`src/rtl/elmd_pkg.sv`:
```
// Package for the EFUSE logical map decoder: field widths, command, phase and
// status codes, channel payload structs and controller/datapath link structs.
// No dependencies.
package elmd_pkg;

	localparam int PHYS_SIZE_DEF = 1024;
	localparam int MAP_SIZE_DEF  = 512;

	localparam int CMD_W  = 2;
	localparam int BYTE_W = 8;
	localparam int ADDR_W = 9;
	localparam int STAT_W = 2;
	localparam int CNT_W  = 11;
	localparam int BASE_W = 10;
	localparam int PH_W   = 3;

	localparam logic [CMD_W-1:0] CMD_START = 2'd0;
	localparam logic [CMD_W-1:0] CMD_BYTE  = 2'd1;
	localparam logic [CMD_W-1:0] CMD_READ  = 2'd2;
	localparam logic [CMD_W-1:0] CMD_FAIL  = 2'd3;

	localparam logic [PH_W-1:0] PH_IDLE = 3'd0;
	localparam logic [PH_W-1:0] PH_HDR  = 3'd1;
	localparam logic [PH_W-1:0] PH_HDR2 = 3'd2;
	localparam logic [PH_W-1:0] PH_DATA = 3'd3;
	localparam logic [PH_W-1:0] PH_DONE = 3'd4;
	localparam logic [PH_W-1:0] PH_FAIL = 3'd5;

	localparam logic [STAT_W-1:0] STAT_IDLE   = 2'd0;
	localparam logic [STAT_W-1:0] STAT_BUSY   = 2'd1;
	localparam logic [STAT_W-1:0] STAT_DONE   = 2'd2;
	localparam logic [STAT_W-1:0] STAT_FAILED = 2'd3;

	localparam logic [BYTE_W-1:0] BYTE_ERASED = 8'hFF;
	localparam logic [4:0]        EXT_MASK    = 5'h1F;
	localparam logic [4:0]        EXT_CODE    = 5'h0F;

	typedef struct packed {
		logic [CMD_W-1:0]  command;
		logic [BYTE_W-1:0] data_byte;
		logic [ADDR_W-1:0] map_address;
	} item_t;

	typedef struct packed {
		logic [BYTE_W-1:0] read_data;
		logic              map_valid;
		logic [STAT_W-1:0] decode_status;
		logic [CNT_W-1:0]  bytes_consumed;
	} result_t;

	typedef struct packed {
		logic start;
		logic take_byte;
		logic abort;
		logic rd_issue;
		logic load_out;
		logic load_ram;
		logic clr_en;
	} dp_cmd_t;

	typedef struct packed {
		logic clr_last;
	} dp_sts_t;

endpackage

```
`src/rtl/elmd_stream_if.sv`:
```
// Valid/ready stream channel carrying one payload struct per transfer.
// Payload type is a parameter; see elmd_pkg for the structs in use.
interface elmd_stream_if #(
	parameter type payload_t = logic
) ();
	logic     valid;
	logic     ready;
	payload_t payload;

	modport source (output valid, output payload, input ready);
	modport sink (input valid, input payload, output ready);
endinterface

```
`src/rtl/elmd_ram.sv`:
```
// Generic single-write, single-read RAM with registered read data.
// No dependencies.
module elmd_ram #(
	parameter int WIDTH = 8,
	parameter int DEPTH = 512
) (
	input  logic                     clk,
	input  logic                     we,
	input  logic [$clog2(DEPTH)-1:0] waddr,
	input  logic [WIDTH-1:0]         wdata,
	input  logic [$clog2(DEPTH)-1:0] raddr,
	output logic [WIDTH-1:0]         rdata
);
	logic [WIDTH-1:0] mem [DEPTH];
	logic [WIDTH-1:0] rdata_q;

	always_ff @(posedge clk) begin
		if (we) begin
			mem[waddr] <= wdata;
		end
		rdata_q <= mem[raddr];
	end

	assign rdata = rdata_q;
endmodule

```
`src/rtl/elmd_datapath.sv`:
```
// Decoder datapath: header/word parse registers, byte counter, map RAM,
// clear counter and result register. Depends on elmd_pkg and elmd_ram.
module elmd_datapath import elmd_pkg::*; #(
	parameter int PHYS_SIZE = PHYS_SIZE_DEF,
	parameter int MAP_SIZE  = MAP_SIZE_DEF
) (
	input  logic    clk,
	input  logic    arst_n,
	input  dp_cmd_t cmd,
	input  item_t   item,
	output dp_sts_t sts,
	output result_t result
);
	localparam int MAP_AW = $clog2(MAP_SIZE);
	localparam logic [CNT_W-1:0]  PHYS_END = CNT_W'(PHYS_SIZE);
	localparam logic [CNT_W-1:0]  MAP_LIM  = CNT_W'(MAP_SIZE);
	localparam logic [MAP_AW-1:0] CLR_LAST = MAP_AW'(MAP_SIZE - 1);

	logic [PH_W-1:0]   phase_q, phase_n;
	logic [BYTE_W-1:0] first_hdr_q, first_hdr_n;
	logic [BASE_W-1:0] base_q, base_n;
	logic [3:0]        mask_q, mask_n;
	logic [1:0]        pos_q, pos_n;
	logic              biw_q, biw_n;
	logic [CNT_W-1:0]  count_q, count_n, count_inc;
	logic              valid_q, valid_n;
	logic [MAP_AW-1:0] clr_cnt_q;
	logic              rd_hit_q;
	result_t           result_q;

	logic [BASE_W-1:0] word_addr, wr_addr;
	logic              wr_en;
	logic              nw_en;
	logic [2:0]        nw_from, nw_sel;
	logic [3:0]        nw_mask;
	logic [BYTE_W-1:0] b;
	logic [STAT_W-1:0] stat_n;
	logic [BYTE_W-1:0] ram_rdata;
	logic              ram_we;
	logic [MAP_AW-1:0] ram_waddr;
	logic [BYTE_W-1:0] ram_wdata;
	logic [BASE_W-1:0] rd_addr_ext;

	function automatic logic [2:0] first_free(input logic [3:0] mask, input logic [2:0] from);
		logic [2:0] r;
		r = 3'd4;
		for (int p = 3; p >= 0; p--) begin
			if ((3'(p) >= from) && !mask[p]) begin
				r = 3'(p);
			end
		end
		return r;
	endfunction

	assign b         = item.data_byte;
	assign count_inc = (count_q != {CNT_W{1'b1}}) ? count_q + CNT_W'(1) : count_q;
	assign word_addr = base_q + {{(BASE_W-3){1'b0}}, pos_q, 1'b0};
	assign wr_addr   = word_addr + {{(BASE_W-1){1'b0}}, biw_q};

	always_comb begin
		phase_n     = phase_q;
		first_hdr_n = first_hdr_q;
		base_n      = base_q;
		mask_n      = mask_q;
		pos_n       = pos_q;
		biw_n       = biw_q;
		count_n     = count_q;
		valid_n     = valid_q;
		wr_en       = 1'b0;
		nw_en       = 1'b0;
		nw_from     = 3'd0;
		nw_mask     = mask_q;
		nw_sel      = 3'd4;
		if (cmd.start) begin
			phase_n     = PH_HDR;
			first_hdr_n = '0;
			base_n      = '0;
			mask_n      = 4'hF;
			pos_n       = '0;
			biw_n       = 1'b0;
			count_n     = '0;
			valid_n     = 1'b0;
		end else if (cmd.abort) begin
			if (phase_q == PH_HDR || phase_q == PH_HDR2 || phase_q == PH_DATA) begin
				phase_n = PH_FAIL;
				valid_n = 1'b0;
			end
		end else if (cmd.take_byte) begin
			case (phase_q)
				PH_HDR: begin
					if (b == BYTE_ERASED) begin
						phase_n = PH_DONE;
						valid_n = 1'b1;
					end else begin
						count_n = count_inc;
						if ((b[4:0] & EXT_MASK) == EXT_CODE) begin
							first_hdr_n = b;
							phase_n     = PH_HDR2;
						end else begin
							base_n  = {3'b000, b[7:4], 3'b000};
							mask_n  = b[3:0];
							nw_en   = 1'b1;
							nw_mask = b[3:0];
						end
					end
				end
				PH_HDR2: begin
					count_n = count_inc;
					base_n  = {b[7:4], first_hdr_q[7:5], 3'b000};
					mask_n  = b[3:0];
					nw_en   = 1'b1;
					nw_mask = b[3:0];
				end
				PH_DATA: begin
					count_n = count_inc;
					wr_en   = ({1'b0, word_addr} + CNT_W'(1)) < MAP_LIM;
					if (!biw_q) begin
						biw_n = 1'b1;
					end else begin
						nw_en   = 1'b1;
						nw_from = {1'b0, pos_q} + 3'd1;
					end
				end
				default: begin
				end
			endcase
			if (nw_en) begin
				nw_sel = first_free(nw_mask, nw_from);
				if (nw_sel[2]) begin
					if (count_n >= PHYS_END) begin
						phase_n = PH_DONE;
						valid_n = 1'b1;
					end else begin
						phase_n = PH_HDR;
					end
				end else begin
					phase_n = PH_DATA;
					pos_n   = nw_sel[1:0];
					biw_n   = 1'b0;
				end
			end
		end
	end

	always_comb begin
		case (phase_n)
			PH_HDR, PH_HDR2, PH_DATA: stat_n = STAT_BUSY;
			PH_DONE:                  stat_n = STAT_DONE;
			PH_FAIL:                  stat_n = STAT_FAILED;
			default:                  stat_n = STAT_IDLE;
		endcase
	end

	always_ff @(posedge clk or negedge arst_n) begin
		if (!arst_n) begin
			phase_q     <= PH_IDLE;
			first_hdr_q <= '0;
			base_q      <= '0;
			mask_q      <= 4'hF;
			pos_q       <= '0;
			biw_q       <= 1'b0;
			count_q     <= '0;
			valid_q     <= 1'b0;
			clr_cnt_q   <= '0;
		end else begin
			phase_q     <= phase_n;
			first_hdr_q <= first_hdr_n;
			base_q      <= base_n;
			mask_q      <= mask_n;
			pos_q       <= pos_n;
			biw_q       <= biw_n;
			count_q     <= count_n;
			valid_q     <= valid_n;
			if (cmd.start) begin
				clr_cnt_q <= '0;
			end else if (cmd.clr_en) begin
				clr_cnt_q <= clr_cnt_q + MAP_AW'(1);
			end
		end
	end

	assign rd_addr_ext = {{(BASE_W-ADDR_W){1'b0}}, item.map_address};

	always_ff @(posedge clk) begin
		if (cmd.rd_issue) begin
			rd_hit_q <= valid_q && ({{(CNT_W-ADDR_W){1'b0}}, item.map_address} < MAP_LIM);
		end
		if (cmd.load_out) begin
			result_q.read_data      <= (cmd.load_ram && rd_hit_q) ? ram_rdata : BYTE_ERASED;
			result_q.map_valid      <= valid_n;
			result_q.decode_status  <= stat_n;
			result_q.bytes_consumed <= count_n;
		end
	end

	assign ram_we    = cmd.clr_en || wr_en;
	assign ram_waddr = cmd.clr_en ? clr_cnt_q : wr_addr[MAP_AW-1:0];
	assign ram_wdata = cmd.clr_en ? BYTE_ERASED : b;

	elmd_ram #(
		.WIDTH (BYTE_W),
		.DEPTH (MAP_SIZE)
	) u_map_ram (
		.clk   (clk),
		.we    (ram_we),
		.waddr (ram_waddr),
		.wdata (ram_wdata),
		.raddr (rd_addr_ext[MAP_AW-1:0]),
		.rdata (ram_rdata)
	);

	assign sts.clr_last = (clr_cnt_q == CLR_LAST);
	assign result       = result_q;
endmodule

```
`src/rtl/elmd_ctrl.sv`:
```
// Decoder controller: handshake, result register valid, map clear sweep and
// map read wait sequencing. Depends on elmd_pkg.
module elmd_ctrl import elmd_pkg::*; (
	input  logic             clk,
	input  logic             arst_n,
	input  logic             item_valid,
	input  logic [CMD_W-1:0] item_command,
	output logic             item_ready,
	output logic             result_valid,
	input  logic             result_ready,
	input  dp_sts_t          sts,
	output dp_cmd_t          cmd
);
	localparam logic [1:0] ST_RUN    = 2'd0;
	localparam logic [1:0] ST_CLEAR  = 2'd1;
	localparam logic [1:0] ST_RDWAIT = 2'd2;

	logic [1:0] state_q, state_n;
	logic       out_valid_q;
	logic       acc;

	assign item_ready = (state_q == ST_RUN) && (!out_valid_q || result_ready);
	assign acc        = item_valid && item_ready;

	always_comb begin
		cmd.start     = acc && (item_command == CMD_START);
		cmd.take_byte = acc && (item_command == CMD_BYTE);
		cmd.rd_issue  = acc && (item_command == CMD_READ);
		cmd.abort     = acc && (item_command == CMD_FAIL);
		cmd.load_ram  = (state_q == ST_RDWAIT);
		cmd.load_out  = (acc && (item_command != CMD_READ)) || (state_q == ST_RDWAIT);
		cmd.clr_en    = (state_q == ST_CLEAR);
	end

	always_comb begin
		state_n = state_q;
		case (state_q)
			ST_RUN: begin
				if (cmd.start) begin
					state_n = ST_CLEAR;
				end else if (cmd.rd_issue) begin
					state_n = ST_RDWAIT;
				end
			end
			ST_CLEAR: begin
				if (sts.clr_last) begin
					state_n = ST_RUN;
				end
			end
			ST_RDWAIT: state_n = ST_RUN;
			default:   state_n = ST_RUN;
		endcase
	end

	always_ff @(posedge clk or negedge arst_n) begin
		if (!arst_n) begin
			state_q     <= ST_RUN;
			out_valid_q <= 1'b0;
		end else begin
			state_q <= state_n;
			if (cmd.load_out) begin
				out_valid_q <= 1'b1;
			end else if (result_ready) begin
				out_valid_q <= 1'b0;
			end
		end
	end

	assign result_valid = out_valid_q;

`ifndef SYNTHESIS
	a_no_take_in_clear: assert property (@(posedge clk) disable iff (!arst_n)
		(state_q == ST_CLEAR) |-> !item_ready)
		else $error("item taken during map clear");
	a_start_clears: assert property (@(posedge clk) disable iff (!arst_n)
		cmd.start |=> (state_q == ST_CLEAR))
		else $error("start did not begin map clear");
	a_read_waits: assert property (@(posedge clk) disable iff (!arst_n)
		cmd.rd_issue |=> (state_q == ST_RDWAIT))
		else $error("map read did not wait for ram data");
	a_rdwait_empty: assert property (@(posedge clk) disable iff (!arst_n)
		(state_q == ST_RDWAIT) |-> !out_valid_q)
		else $error("result register busy when ram data returns");
`endif
endmodule

```
`src/rtl/efuse_logical_map_decoder.sv`:
```
// Top level of the EFUSE logical map decoder: controller plus datapath.
// Depends on elmd_pkg, elmd_stream_if, elmd_ctrl, elmd_datapath.
//
// channel   dir  payload    contents
// item      in   item_t     command, data_byte, map_address
// result    out  result_t   read_data, map_valid, decode_status, bytes_consumed
//
// Physical byte, read-fail and start commands load the result register in the
// cycle they are accepted; a map read passes through a wait state, set by the
// registered read port of the map RAM. A start is followed by a clear sweep
// of every map RAM address during which no item is accepted. Reset needs no
// sweep: the map reads as 0xFF until a decode started after reset completes.
// One result register separates the channels; a stalled result blocks the
// next item only while it is still held.
module efuse_logical_map_decoder import elmd_pkg::*; #(
	parameter int PHYS_SIZE = PHYS_SIZE_DEF,
	parameter int MAP_SIZE  = MAP_SIZE_DEF
) (
	input logic           clk,
	input logic           arst_n,
	elmd_stream_if.sink   item,
	elmd_stream_if.source result
);
	dp_cmd_t cmd;
	dp_sts_t sts;
	item_t   item_pl;
	result_t result_pl;

	assign item_pl        = item.payload;
	assign result.payload = result_pl;

	elmd_ctrl u_ctrl (
		.clk          (clk),
		.arst_n       (arst_n),
		.item_valid   (item.valid),
		.item_command (item_pl.command),
		.item_ready   (item.ready),
		.result_valid (result.valid),
		.result_ready (result.ready),
		.sts          (sts),
		.cmd          (cmd)
	);

	elmd_datapath #(
		.PHYS_SIZE (PHYS_SIZE),
		.MAP_SIZE  (MAP_SIZE)
	) u_datapath (
		.clk    (clk),
		.arst_n (arst_n),
		.cmd    (cmd),
		.item   (item_pl),
		.sts    (sts),
		.result (result_pl)
	);
endmodule
```
`src/flat_wrapper.sv`:
```
// flat-port wrapper written by rule: the top's interface ports become plain ports
module efuse_logical_map_decoder_flat import elmd_pkg::*;
#(
	parameter int PHYS_SIZE = PHYS_SIZE_DEF,
	parameter int MAP_SIZE  = MAP_SIZE_DEF
)
  (clk, arst_n, item_valid, item_payload, item_ready, result_valid, result_payload, result_ready);
  elmd_stream_if item_i ();
  elmd_stream_if result_i ();
  input logic clk;
  input logic arst_n;
  input wire logic [$bits(item_i.valid)-1:0] item_valid;
  input wire logic [$bits(item_i.payload)-1:0] item_payload;
  output wire logic [$bits(item_i.ready)-1:0] item_ready;
  output wire logic [$bits(result_i.valid)-1:0] result_valid;
  output wire logic [$bits(result_i.payload)-1:0] result_payload;
  input wire logic [$bits(result_i.ready)-1:0] result_ready;
  assign item_i.valid = item_valid;
  assign item_i.payload = item_payload;
  assign item_ready = item_i.ready;
  assign result_valid = result_i.valid;
  assign result_payload = result_i.payload;
  assign result_i.ready = result_ready;
  efuse_logical_map_decoder #(.PHYS_SIZE(PHYS_SIZE), .MAP_SIZE(MAP_SIZE)) u_core (.clk(clk), .arst_n(arst_n), .item(item_i), .result(result_i));
endmodule
```
`config.mk`:
```
export PLATFORM = sky130hd
export DESIGN_NAME = efuse_logical_map_decoder_flat
export DESIGN_NICKNAME = d
export VERILOG_FILES = /design/src/rtl/elmd_pkg.sv /design/src/rtl/elmd_stream_if.sv /design/src/rtl/elmd_ram.sv /design/src/rtl/elmd_datapath.sv /design/src/rtl/elmd_ctrl.sv /design/src/rtl/efuse_logical_map_decoder.sv /design/src/flat_wrapper.sv
export SDC_FILE = /design/constraint.sdc
export NUM_CORES = 1
export LEC_CHECK = 0
export BUFFER_PORTS_ARGS = -buffer_cell sky130_fd_sc_hd__buf_2
export CAP_MARGIN = 20
export CORE_UTILIZATION = 35
export CTS_CLUSTER_DIAMETER = 150
export CTS_CLUSTER_SIZE = 20
export DETAILED_ROUTE_END_ITERATION = 10
export SYNTH_ARGS = -nofsm -noshare
export SYNTH_HDL_FRONTEND = slang
export SYNTH_SLANG_ARGS = --single-unit
```
`constraint.sdc`:
```
create_clock -name clk -period 1.76 [get_ports clk]
set_clock_uncertainty 0.15 [all_clocks]
set_input_delay 0.088 -clock clk [delete_from_list [all_inputs] [get_ports clk]]
set_output_delay 0.088 -clock clk [all_outputs]
set_load 0.005 [all_outputs]
```
==> reports/summary.txt, run 1 <==
Clock Root Buffer: clkbuf_4
HP Class: input pin to asynchronous set/reset pin
Antenna Violating Nets Remaining: 0
crit path cell chain: nand2b_1 > nor2_1 > nor2b_1
maximum fanout along the worst path: 7
Congestion Overflow GR: 0
Antenna Cells: 0
post-synthesis xor/xnor area fraction: 0.0446
WP data required: 1620 ps
CP Launch Type: register
Die W: 43.0 um
synthesized area: 589 um^2
synthesized flop and latch total: 13
largest cells by area after synthesis: dfrtp_1 51%, o21ai_0 5.9%, edfxtp_1 5.1%
largest buffer count on any clock path: 2
TritonCTS buffer count: 3
htree depth: 1
yosys warns: 0
largest family of logic cells by synthesized area: simple AND/OR/NAND/NOR gates
CTS Hold Buffers Added: 2
mux cell area share after synthesis: 0.0170
CP Capture Type: register
Reg clk slew, reported paths: 80 ps
io pins: 8
CTS tree: yes
TNS Setup: 0 ps
Final Wtd Congestion: 0.682
syn_nets: 64
Tightest Pin Transition: 289 ps
Initial DRC Count: 5
most frequent cells in the layout: 12 x dfrtp_1, 7 x nor2_1, 7 x o21ai_0, 6 x buf_2, 4 x nand2_1
post-synth top area share: 0.510
layout cells sized above 1: 0.197
Lkg Pwr: 0.000326 uW
Synth Area in Simple Gates: 0.214
hpwl dp: 720 um
compound-gate portion of the synthesized area: 0.0998
vias in the first global route: 367
Die Y: 43.0 um
final core occ: 0.457
Tcrit/Tclk final: 0.846
fin nets: 79
Clock Latency Late Sink: 270 ps
Placed Instances: 81
initial cell density of the core: 0.382
Slew Limit Fails: 0
die area: 0.00185 mm^2
First-pass DRT Iterations: 2
Core Box Area: 0.00154 mm^2
Clock Sinks: 13
Worst VDD drop: 0.630 mV
PortBufs: 6
relative slew slack: 0.807
initial antenna violation count: 0
total track usage: 0.127
CP arrival: 1350 ps
post-layout minimum cycle time: 1490 ps
Slowest-stage cell, CP: dfrtp_1
post-CTS setup buffer count: 0
Post-Route WL: 968 um
reg2reg setup slack: 270 ps
Avg WL per Cell: 11.1 um
synth-to-layout area growth: 19.5%
leading area contributor after synthesis: dfrtp_1
Crit path largest cell delay: 460 ps
syn avg cell area: 10.3 um^2
commonest non-fill, non-tap cell in the layout: dfrtp_1
outcome: complete, no violations
Non-Filler Instances: 87
total power: 1080 uW
RSZ-0062 raised after global routing: no
cell count after synthesis: 57
max_cap viols: 0
PostCTS Resize Cnt: 0
sequential fraction of the synthesis area: 0.561
PwrDens: 1530 mW/mm^2
CP bufs+invs: 0
# setup viols final: 0
hold_ws: 61.4 ps
synth unique cells: 21
crit path kind: register to register
pin count of the biggest net entering global routing: 13
fmax: 0.672 GHz
post-synthesis adder-cell area fraction: 0.0425
drt via density: 4.99
crit-path leading delay family: simple AND/OR/NAND/NOR gates
first-pass GRT wire length: 1660 um
# DRC: 0
Vias: 434
Hold Fails Final Rpt: 0
Cell Rows: 14
## worst reg2reg max path: cells and delay by family (launching register included)
kind / cells / cell delay [ps]
flip-flops: 1 / 460
AND/OR/NAND/NOR: 3 / 630
## final timing paths
kind	from	to	cells after the start
min	arst_n	u_core.u_datapath.clr_cnt_q[7]$_DFFE_PN0P_	2
min reg2reg	u_core.u_datapath.count_q[0]$_DFF_PN0_	u_core.u_datapath.count_q[0]$_DFF_PN0_	1
max	u_core.u_ctrl.state_q[0]$_DFFE_PN0P_	u_core.u_datapath.result[0]$_DFFE_PP_	3
max reg2reg	u_core.u_ctrl.state_q[0]$_DFFE_PN0P_	u_core.u_datapath.result[0]$_DFFE_PP_	3
max in group asynchronous	arst_n	u_core.u_datapath.clr_cnt_q[3]$_DFFE_PN0P_	2
min in group clk	result_ready	u_core.u_ctrl.state_q[0]$_DFFE_PN0P_	4
## cell usage after synthesis, drive strengths merged
cell	instances
a21oi	2
clkbuf	1
clkinvlp	1
dfrtp	12
edfxtp	1
ha	2
inv	1
mux2i	1
nand2	4
nand2b	3
nand3	3
nand4	3
nor2	7
nor2b	2
o21ai	7
o22ai	1
o31ai	1
or3	1
or4	1
xor2	3
## state kept, by name, summed over array words and instances, names as in the netlist
| signal | cells |
|---|---|
| u_core.u_datapath.count_q | 1 |
| u_core.u_ctrl.result_valid | 1 |
| u_core.u_ctrl.state_q | 1 |
| u_core.u_datapath.clr_cnt_q | 9 |
| u_core.u_datapath.result | 1 |
## area by class of cell
cell class,instances,area [um^2]
Timing Repair Buffer,11,72.6
Multi-Input combinational cell,41,246
Tap cell,16,20.0
Clock buffer,4,26.3
Sequential cell,13,330
Inverter,2,8.76
Fill cell,158,837
## logic make-up after synthesis
logic type	after synthesis
compound gates	11
xor+xnor	3
fa+ha+maj	2
buf+inv	3
flops	13
mux	1
simple gates	24
## where the power goes
part           switching (uW)  total, uW  internal, uW
registers                 125        552           427
clock network            95.6        183          87.8
logic                     174        341           167
## through the flow
stage	instance area (um^2)	worst slack (ps)
2_1_floorplan	589	377
3_3_place_gp	658	288
3_5_place_dp	658	274
4_1_cts	704	255
5_1_grt	704	182
6_report	704	271
## layer usage
metal	vias to the layer above	track usage	routed length (um)	part of all wire
li1	227	-	-	-
met2	4	0.167	450	0.46
met4	0	0.109	9	0.0093
met3	2	0.0255	25	0.026
met1	201	0.175	482	0.50
met5	-	0	0	0
Power figures use the tool's default switching activity.
==> run 2: changes to the inputs <==
==> constraint.sdc (replaced) <==
create_clock -name clk -period 1.3 [get_ports clk]
set_clock_uncertainty 0.15 [all_clocks]
set_input_delay 0.065 -clock clk [delete_from_list [all_inputs] [get_ports clk]]
set_output_delay 0.065 -clock clk [all_outputs]
set_load 0.005 [all_outputs]
==> reports/summary.txt, run 2 (synthesized netlist as in run 1, its figures left out) <==
failing checks: negative setup slack
Largest Register: u_core.u_datapath.clr_cnt_q
HP Class: input pin to asynchronous set/reset pin
First-pass DRT Iterations: 2
Antenna Violating Nets Remaining: 0
Die W: 43.0 um
crit path from: u_core.u_datapath.clr_cnt_q[2]$_DFFE_PN0P_
hold_ws: 39.7 ps
Clock Latency Late Sink: 270 ps
first-pass GRT wire length: 1900 um
largest buffer count on any clock path: 2
Worst VDD drop: 0.930 mV
Cell Rows: 14
WP data required: 1350 ps
Post-Route WL: 1150 um
relative slew slack: 0.817
Reg clk slew, reported paths: 80 ps
synth-to-layout area growth: 39.1%
commonest non-fill, non-tap cell in the layout: dfrtp_1
io pins: 8
vias in the first global route: 461
die area: 0.00185 mm^2
initial cell density of the core: 0.382
Clock Root Buffer: clkbuf_4
pin count of the biggest net entering global routing: 13
Lkg Pwr: 0.000371 uW
CP Launch Type: register
# setup viols final: 7
Final Wtd Congestion: 0.702
Non-Filler Instances: 97
fin nets: 89
fmax: 0.706 GHz
Vias: 487
initial antenna violation count: 0
reg2reg setup slack: -120 ps
Die Y: 43.0 um
PortBufs: 6
post-layout minimum cycle time: 1420 ps
RSZ-0062 raised after global routing: yes
CP Capture Type: register
Core Box Area: 0.00154 mm^2
TritonCTS buffer count: 3
total track usage: 0.142
CP arrival: 1470 ps
CTS tree: yes
Tcrit/Tclk final: 1.09
Congestion Overflow GR: 0
Tightest Pin Transition: 275 ps
hpwl dp: 792 um
Avg WL per Cell: 11.9 um
layout cells sized above 1: 0.370
worst flop-to-flop path endpoint: u_core.u_datapath.clr_cnt_q[7]$_DFFE_PN0P_
Placed Instances: 90
drt via density: 5.02
PwrDens: 2150 mW/mm^2
reg2reg start: u_core.u_datapath.clr_cnt_q[2]$_DFFE_PN0P_
total power: 1760 uW
outcome: complete, but fails checks
Clock Sinks: 13
Hold Fails Final Rpt: 0
most frequent cells in the layout: 12 x dfrtp_1, 11 x buf_4, 6 x o21ai_0, 6 x buf_2, 5 x nor2_1
setup ws final: -117 ps
Crit path largest cell delay: 510 ps
crit path cell chain: nand4_4 > or4_1 > a21oi_1
Initial DRC Count: 3
CP endpoint: u_core.u_datapath.clr_cnt_q[7]$_DFFE_PN0P_
crit path kind: register to register
Reg2Reg Depth: 3
max_cap viols: 0
Antenna Cells: 0
Slowest-stage cell, CP: or4_1
Slew Limit Fails: 0
htree depth: 1
max FFs per register: 9
maximum fanout along the worst path: 4
# DRC: 0
## run 2: cell count changes in the layout (fill, tap and decap cells not counted), moves of 2 or more
cell	before	now
buf_4	3	11
buf_6	0	3
nor2_1	7	5
nor2_2	0	2
## run 2: timing repair
action / in CTS / in global routing
buffers inserted: 0 / 2
endpoints found under the setup margin: 4 / 8
hold buffers: 1 / 0
cloned: 0 / 0
pin swaps: 3 / 9
resized for setup: 4 / 6
endpoints found under the hold margin: 12 / 0
## run 2: layer usage
layer | global-route usage | up-vias | wire length (um)
met3 | 0.0383 | 2 | 36
met2 | 0.227 | 7 | 569
met1 | 0.165 | 230 | 532
li1 | - | 248 | -
met4 | 0.0909 | 0 | 11
met5 | 0 | - | 0
## run 2: power by group
part / switching, uW / total, uW / internal (uW)
clock network: 130 / 248 / 119
registers: 148 / 726 / 578
logic: 361 / 790 / 428
## run 2: area by class of cell
cell class | count | area (um^2)
clock buffer | 4 | 26.3
fill | 145 | 722
inverter | 2 | 8.76
multi-input combinational | 41 | 278
sequential | 13 | 330
tap | 16 | 20.0
timing repair buffer | 21 | 156
## run 2: critical path: cells and delay by family (launching register included)
kind / cells / cell delay (ps)
AOI/OAI and AO/OA: 1 / 140
and+or+nand+nor: 2 / 640
DFF: 1 / 410
## run 2: through the flow
step	cell area [um^2]	util	setup TNS, ps	worst slack [ps]
final	820	0.532	-491	-117
after detailed placement	731	0.474	-131	-74.7
after floorplan	594	-	-73.6	-51.3
after CTS	778	0.505	-182	-72.6
after global routing	820	0.532	-982	-181
after global placement	731	0.474	-103	-68.0
## run 2: worst min path at each step
stage / start / endpoint / cells past startpoint
2_1_floorplan: arst_n / u_core.u_ctrl.result_valid$_DFFE_PN0P_ / 0
3_3_place_gp: arst_n / u_core.u_datapath.clr_cnt_q[3]$_DFFE_PN0P_ / 1
5_1_grt: item_valid / u_core.u_ctrl.result_valid$_DFFE_PN0P_ / 4
6_report: arst_n / u_core.u_datapath.clr_cnt_q[3]$_DFFE_PN0P_ / 2
3_5_place_dp: arst_n / u_core.u_datapath.clr_cnt_q[4]$_DFFE_PN0P_ / 1
4_1_cts: item_valid / u_core.u_ctrl.result_valid$_DFFE_PN0P_ / 4
